--- src/slas_pkg.sv ---
// ----------------------------------------------------------------------------
// slas_pkg
// Shared types, constants and geometry tables of the leg angle stepper.
// ----------------------------------------------------------------------------
package slas_pkg;

    localparam int LEG_COUNT        = 6;
    localparam int CORDIC_STEPS_DEF = 16;
    localparam int ADDR_W           = 5;

    // command codes
    localparam logic [1:0] CMD_HOME  = 2'd0;
    localparam logic [1:0] CMD_PITCH = 2'd1;
    localparam logic [1:0] CMD_ROLL  = 2'd2;

    // status codes
    localparam logic [2:0] STAT_OK      = 3'd0;
    localparam logic [2:0] STAT_DRASTIC = 3'd1;
    localparam logic [2:0] STAT_LOW     = 3'd2;
    localparam logic [2:0] STAT_HIGH    = 3'd3;
    localparam logic [2:0] STAT_UNREACH = 3'd4;

    // register indexes
    localparam logic [2:0] REG_LOW    = 3'd0;
    localparam logic [2:0] REG_HIGH   = 3'd1;
    localparam logic [2:0] REG_MOVE   = 3'd2;
    localparam logic [2:0] REG_FINE   = 3'd3;
    localparam logic [2:0] REG_COARSE = 3'd4;

    localparam logic [15:0] LOW_RST    = 16'd6554;
    localparam logic [15:0] HIGH_RST   = 16'd58982;
    localparam logic [15:0] MOVE_RST   = 16'd13107;
    localparam logic [11:0] FINE_RST   = 12'd286;
    localparam logic [11:0] COARSE_RST = 12'd858;
    localparam logic [15:0] MID_POS    = 16'd32768;

    // Q30 angles and lengths in Q16 mm
    localparam logic signed [39:0] Q30_PI      = 40'sd3373259426;
    localparam logic signed [39:0] Q30_HALF_PI = 40'sd1686629713;
    localparam logic signed [39:0] CORDIC_KINV = 40'sd652032874;
    localparam logic signed [35:0] HOME_Z      = 36'sd9568256;
    localparam logic signed [35:0] TWO_HORN    = 36'sd3247964;
    localparam logic signed [35:0] PLAT_Z      = -36'sd622592;
    localparam logic signed [35:0] POS_MUL     = 36'sd21361415;
    localparam logic signed [63:0] ROD_Q16     = 64'sd9502720;
    localparam logic signed [63:0] HORN_Q16    = 64'sd1623982;
    localparam logic signed [63:0] LEG_SQ      = ROD_Q16 * ROD_Q16 - HORN_Q16 * HORN_Q16;
    localparam logic signed [63:0] POS_ROUND   = 64'sd549755813888;

    typedef struct packed {
        logic start;
        logic vector;
    } t_cordic_ctl;

    function automatic logic signed [39:0] atan_entry(input logic [4:0] idx);
        logic signed [39:0] v;
        case (idx)
            5'd0:  v = 40'sh3243F6A8;
            5'd1:  v = 40'sh1DAC6705;
            5'd2:  v = 40'sh0FADBAFC;
            5'd3:  v = 40'sh07F56EA6;
            5'd4:  v = 40'sh03FEAB76;
            5'd5:  v = 40'sh01FFD55B;
            5'd6:  v = 40'sh00FFFAAA;
            5'd7:  v = 40'sh007FFF55;
            5'd8:  v = 40'sh003FFFEA;
            5'd9:  v = 40'sh001FFFFD;
            5'd10: v = 40'sh000FFFFF;
            5'd11: v = 40'sh0007FFFF;
            5'd12: v = 40'sh0003FFFF;
            5'd13: v = 40'sh0001FFFF;
            5'd14: v = 40'sh0000FFFF;
            5'd15: v = 40'sh00007FFF;
            5'd16: v = 40'sh00003FFF;
            5'd17: v = 40'sh00001FFF;
            5'd18: v = 40'sh00000FFF;
            5'd19: v = 40'sh000007FF;
            5'd20: v = 40'sh000003FF;
            5'd21: v = 40'sh000001FF;
            5'd22: v = 40'sh000000FF;
            5'd23: v = 40'sh0000007F;
            default: v = '0;
        endcase
        return v;
    endfunction

    function automatic logic signed [35:0] base_x(input logic [2:0] leg);
        logic signed [35:0] v;
        case (leg)
            3'd1, 3'd2: v = 36'sd4043571;
            3'd4, 3'd5: v = -36'sd4043571;
            default:    v = '0;
        endcase
        return v;
    endfunction

    function automatic logic signed [35:0] base_y(input logic [2:0] leg);
        logic signed [35:0] v;
        case (leg)
            3'd0:       v = -36'sd4669440;
            3'd1, 3'd5: v = -36'sd2334720;
            3'd2, 3'd4: v = 36'sd2334720;
            3'd3:       v = 36'sd4669440;
            default:    v = '0;
        endcase
        return v;
    endfunction

    function automatic logic signed [35:0] plat_x(input logic [2:0] leg);
        logic signed [35:0] v;
        case (leg)
            3'd1, 3'd2: v = 36'sd1702625;
            3'd4, 3'd5: v = -36'sd1702625;
            default:    v = '0;
        endcase
        return v;
    endfunction

    function automatic logic signed [35:0] plat_y(input logic [2:0] leg);
        logic signed [35:0] v;
        case (leg)
            3'd0:       v = -36'sd1966080;
            3'd1, 3'd5: v = -36'sd983040;
            3'd2, 3'd4: v = 36'sd983040;
            3'd3:       v = 36'sd1966080;
            default:    v = '0;
        endcase
        return v;
    endfunction

    function automatic logic signed [35:0] beta_c(input logic [2:0] leg);
        logic signed [35:0] v;
        case (leg)
            3'd1, 3'd2: v = 36'sd929887697;
            3'd4, 3'd5: v = -36'sd929887697;
            default:    v = '0;
        endcase
        return v;
    endfunction

    function automatic logic signed [35:0] beta_s(input logic [2:0] leg);
        logic signed [35:0] v;
        case (leg)
            3'd0:       v = -36'sd1073741824;
            3'd1, 3'd5: v = -36'sd536870912;
            3'd2, 3'd4: v = 36'sd536870912;
            3'd3:       v = 36'sd1073741824;
            default:    v = '0;
        endcase
        return v;
    endfunction

endpackage

--- src/slas_cordic.sv ---
// ----------------------------------------------------------------------------
// slas_cordic
// Iterative CORDIC, one micro-rotation per cycle, rotation or vectoring mode.
// ----------------------------------------------------------------------------
module slas_cordic #(
    parameter int STEPS = slas_pkg::CORDIC_STEPS_DEF
) (
    input  logic                   i_clk,
    input  logic                   i_rst_n,
    input  slas_pkg::t_cordic_ctl  i_ctl,
    input  logic signed [39:0]     i_x,
    input  logic signed [39:0]     i_y,
    input  logic signed [39:0]     i_z,
    output logic                   o_done,
    output logic signed [39:0]     o_x,
    output logic signed [39:0]     o_y,
    output logic signed [39:0]     o_z
);
    import slas_pkg::*;

    localparam int IT_W = $clog2(STEPS);
    localparam logic [IT_W-1:0] LAST_IT = IT_W'(STEPS - 1);

    logic                r_busy;
    logic                r_done;
    logic                r_vec;
    logic [IT_W-1:0]     r_it;
    logic signed [39:0]  r_x;
    logic signed [39:0]  r_y;
    logic signed [39:0]  r_z;
    logic signed [39:0]  w_xs;
    logic signed [39:0]  w_ys;
    logic signed [39:0]  w_a;
    logic                w_ccw;

    always_comb begin
        w_xs  = r_x >>> r_it;
        w_ys  = r_y >>> r_it;
        w_a   = atan_entry(5'(r_it));
        // vectoring drives y toward zero, rotation drives z toward zero
        w_ccw = r_vec ? r_y[39] : ~r_z[39];
    end

    always_ff @(posedge i_clk) begin
        if (!i_rst_n) begin
            r_busy <= 1'b0;
            r_done <= 1'b0;
        end else begin
            r_done <= r_busy && !i_ctl.start && (r_it == LAST_IT);
            if (i_ctl.start) begin
                r_busy <= 1'b1;
                r_vec  <= i_ctl.vector;
                r_it   <= '0;
                r_x    <= i_x;
                r_y    <= i_y;
                r_z    <= i_z;
            end else if (r_busy) begin
                if (w_ccw) begin
                    r_x <= r_x - w_ys;
                    r_y <= r_y + w_xs;
                    r_z <= r_z - w_a;
                end else begin
                    r_x <= r_x + w_ys;
                    r_y <= r_y - w_xs;
                    r_z <= r_z + w_a;
                end
                if (r_it == LAST_IT) begin
                    r_busy <= 1'b0;
                end else begin
                    r_it <= r_it + 1'b1;
                end
            end
        end
    end

    assign o_done = r_done;
    assign o_x    = r_x;
    assign o_y    = r_y;
    assign o_z    = r_z;

endmodule

--- config.mk ---
export PLATFORM = sky130hd
export DESIGN_NAME = slas_cordic
export DESIGN_NICKNAME = d
export VERILOG_FILES = /design/src/slas_pkg.sv /design/src/slas_cordic.sv
export SDC_FILE = /design/constraint.sdc
export NUM_CORES = 1
export LEC_CHECK = 0
export BUFFER_PORTS_ARGS = -buffer_cell sky130_fd_sc_hd__buf_4
export CORE_ASPECT_RATIO = 0.8
export CORE_MARGIN = 3
export CORE_UTILIZATION = 55
export DETAILED_ROUTE_END_ITERATION = 12
export PLACE_DENSITY_LB_ADDON = 0.25
export RECOVER_POWER = 100
export SLEW_MARGIN = 20
export SYNTH_ARGS = -nofsm -noshare
export SYNTH_HDL_FRONTEND = slang
export SYNTH_SLANG_ARGS = --single-unit
--- constraint.sdc ---
create_clock -name i_clk -period 6.2 [get_ports i_clk]
set_clock_uncertainty 0.15 [all_clocks]
set_input_delay 0.31 -clock i_clk [delete_from_list [all_inputs] [get_ports i_clk]]
set_output_delay 0.31 -clock i_clk [all_outputs]
set_load 0.05 [all_outputs]
==> summary.txt <==
GRT
  – Initial antenna violation count: 0
  – Largest net degree at the start of global routing: 99
  – Gr ovfl total: 0
  – First-pass GRT wire length: 101000 um
  – Total track usage: 34.0%
  – Vias in the first global route: ~18k

Power and ir drop
  – Int Power: 5.54 mW
  – Combinational power share: 73.3%
  – Seq pwr share: 17.5%
  – Maximum vdd drop: roughly 0.31 mV
  – Pwr per Cell Area: 514 nW/um^2
  – Clk network pwr share: 9.1%
  – Switching Fraction: about 53%
  – P_sw: 6.20 mW
  – Pleak: 9.49 nW

Worst setup path
  – Reg2reg end: o_y[31]$_DFFE_PP_
  – CP Launch Type: flop
  – Critical path capture point type: flop
  – Register-to-register setup slack: between 200 and 300 ps
  – Top cell by count, worst path: nor2_1
  – Family with the most delay on the worst path: compound AO/OA/AOI/OAI gates
  – Reg2Reg Depth: 26
  – CP max FO: 18
  – Worst Setup Path Type: flop to flop
  – Worst reg2reg startpoint: r_it[1]$_SDFFCE_PP0P_
  – Slowest stage delay, CP: 400 ps
  – Critical-path top delay cell: edfxtp_1
  – WP buf/inv: 3
  – Critical Path RT: 6230 ps
  – Crit path DAT: 5940 ps

Timing
  – Slew Viols, Final: 38
  – FMAX: 169 MHz
  – Final Cycle Share: 95.4%
  – Worst hold slack: 13.7 ps
  – Final Hold Vio Count: 0
  – Total negative slack: 0 ps
  – # setup viols final: 0
  – Final min period: slightly below 6000 ps
  – Relative slew slack: -15.5%
  – Least-Margin Pin Slew: 1730 ps

Min path
  – Hold Path Sink: o_y[10]$_DFFE_PP_
  – Min-Delay Path Class: primary input to flop
  – Hold Crit Start: i_y[10]
  – Worst Hold Path Cells: 3

Route
  – Post-route DRC: 0
  – Drt first pass iters: 7
  – Avg Vias per Cell: 6.48
  – Routed WL per cell: 21.8 um
  – Routed wire length: 66200 um
  – Initial DRC count: 2237
  – Remaining antenna violation count: 0
  – Via count: 19.7k

Layout
  – Fill cell count: 2908
  – Final instance area: 22800 um^2
  – Number of inserted diodes: 0
  – Finished Layout Cells: 3040
  – Nets: between 2k and 3k
  – Area growth syn-to-layout: 18.7%
  – Share of cells above drive strength 1: 15.6%

Logic synthesis
  – Synth Warn #: 0
  – #FFs+latches synth: 156
  – Yosys cell types: ~100
  – Synthesized cell area: 19200 um^2
  – Syn_nets: between 2k and 3k
  – Number of synthesized flops with an enable pin: 125
  – Synth Flop Type: edfxtp_1
  – Mapped Cells: 2260
  – Synth async-reset ratio: 0%
  – Syn avg cell area: roughly 8.5 um^2
  – Sequential share of the synthesized area: 22.8%

Clock tree
  – Clk sinks: 156
  – Num CTS Buffers: 17
  – Longest Clk Path Bufs: 2
  – Worst skew pair latency: 470 ps
  – Clock Tree Root: clkbuf_16
  – CTS tree: built
  – H-tree depth: 4
  – Clock transition at path regs: 70 ps

Outcome
  – Outcome: finished, violations left
  – Violated checks: max-capacitance violations, max-slew violations

Place
  – Area after DPL: 21700 um^2
  – PortBufs: between 200 and 250
  – HPWL Detailed: 50400 um
  – Placer Congestion: 0.992
  – Placed Cells: 2913

Floorplanning
  – DIE AREA: 37200 um^2
  – DIE HEIGHT: between 150 and 200 um
  – Die W: 215 um
  – CORE AREA: 34000 um^2
  – Rows: 60
  – Boundary pin count: between 200 and 250
  – Initial core utilization: between 50% and 60%

Job
  – Maxcap violations: 1
[power groups by stage]
stage	registers, mW	logic [mW]	clock network, mW
floorplan	2.53	5.68	0
global placement	2.04	8.23	0
detailed placement	2.04	8.41	0
CTS	2.02	8.52	1.08
global route	2.07	9.34	1.12
finish	2.06	8.61	1.07
[cells by family (layout without fill, tap and decap cells)]
logic type,Yosys count,count (layout),share of synthesized area [%]
xor+xnor,200,200,9.11
mux,199,199,14.7
fa+ha+maj,137,137,9.04
flops,156,156,22.8
compound gates,725,725,23.8
buf+inv,176,491,3.92
simple gates,667,667,16.7
[cell usage in the layout (no fill, tap or decap), types with 24 or more instances in the layout]
cell type      instances
a21o_1                84
a21oi_1              159
a31oi_1               29
and3_1                26
buf_4                193
clkbuf_1             117
dfxtp_1               31
dlygate4sd3_1         92
edfxtp_1             125
ha_1                 134
inv_1                 44
mux2_2                56
mux2i_1               80
mux4_2                60
nand2_1              295
nand3_1               38
nand4_1               25
nor2_1               122
o21a_1                24
o21ai_0              227
xnor2_1              100
xor2_1               100
[worst max-delay path by stage]
stage / start / endpoint / cells past startpoint
finish: r_it[1]$_SDFFCE_PP0P_ / o_y[31]$_DFFE_PP_ / 26
detailed placement: r_it[1]$_SDFFCE_PP0P_ / o_y[38]$_DFFE_PP_ / 20
floorplan: r_it[0]$_SDFFCE_PP0P_ / o_y[39]$_DFFE_PP_ / 25
global route: r_it[1]$_SDFFCE_PP0P_ / o_y[37]$_DFFE_PP_ / 26
global placement: r_it[1]$_SDFFCE_PP0P_ / o_y[37]$_DFFE_PP_ / 21
CTS: r_it[1]$_SDFFCE_PP0P_ / o_y[38]$_DFFE_PP_ / 21
[final cells by class]
class | instances | area (um^2) | area share, %
well taps | 465 | 582 | 2.55
inverters | 48 | 180 | 0.790
clock inverters | 12 | 110 | 0.482
flip-flops and latches | 156 | 4370 | 19.2
multi-input cells | 1928 | 14200 | 62.1
clock buffers | 20 | 457 | 2.00
repair buffers | 411 | 2950 | 12.9
[worst min-delay path, delay by kind of cell]
kind | cells | cell delay, ps
buffers and inverters | 1 | 80
AO/OA/AOI/OAI | 1 | 70
AND/OR/NAND/NOR | 1 | 50
[stage by stage]
stage          util (%)  power, mW  setup WS (ps)
2_1_floorplan         -       8.21            146
3_3_place_gp       63.7       10.3            288
3_5_place_dp       63.7       10.4            222
4_1_cts            68.1       11.6            172
5_1_grt            67.1       12.5          -12.3
6_report           67.1       11.7            284
[state kept, by name (all words and copies together), names as in the netlist]
signal and flops:
w_a 29, r_vec 1, r_busy 1, r_it 4, o_x 40, o_done 1, o_z 40, o_y 40
[synth_stat cells, types with 24 or more instances]
master      n  area [um^2]
a21o_1     84          631
a21oi_1   159          796
a31oi_1    30          188
and3_1     26          163
clkbuf_1   85          319
dfxtp_1    31          621
edfxtp_1  125         3750
ha_1      134         1680
inv_1      45          169
mux2_2     56          631
mux2i_1    82          821
mux4_2     60         1350
nand2_1   296         1110
nand3_1    38          190
nand4_1    25          156
nor2_1    123          462
o21a_1     24          180
o21ai_0   228         1140
xnor2_1   100          876
xor2_1    100          876
[metal layers]
layer  GRT usage, %  vias up  share of wire [%]
met5              0        -                  0
met4           8.31        0                1.9
met3           10.8       88                 13
met2           47.0     1098                 40
met1           51.3     9399                 45
li1               -     9099                  -
[timing repair]
action	in CTS	in global routing
hold buffers	92	0
endpoints found under the setup margin	0	15
hold endpoints to repair	92	0
gates resized for setup	0	14
setup buffers	0	2
No activity file was read; power rests on OpenSTA's default activity.
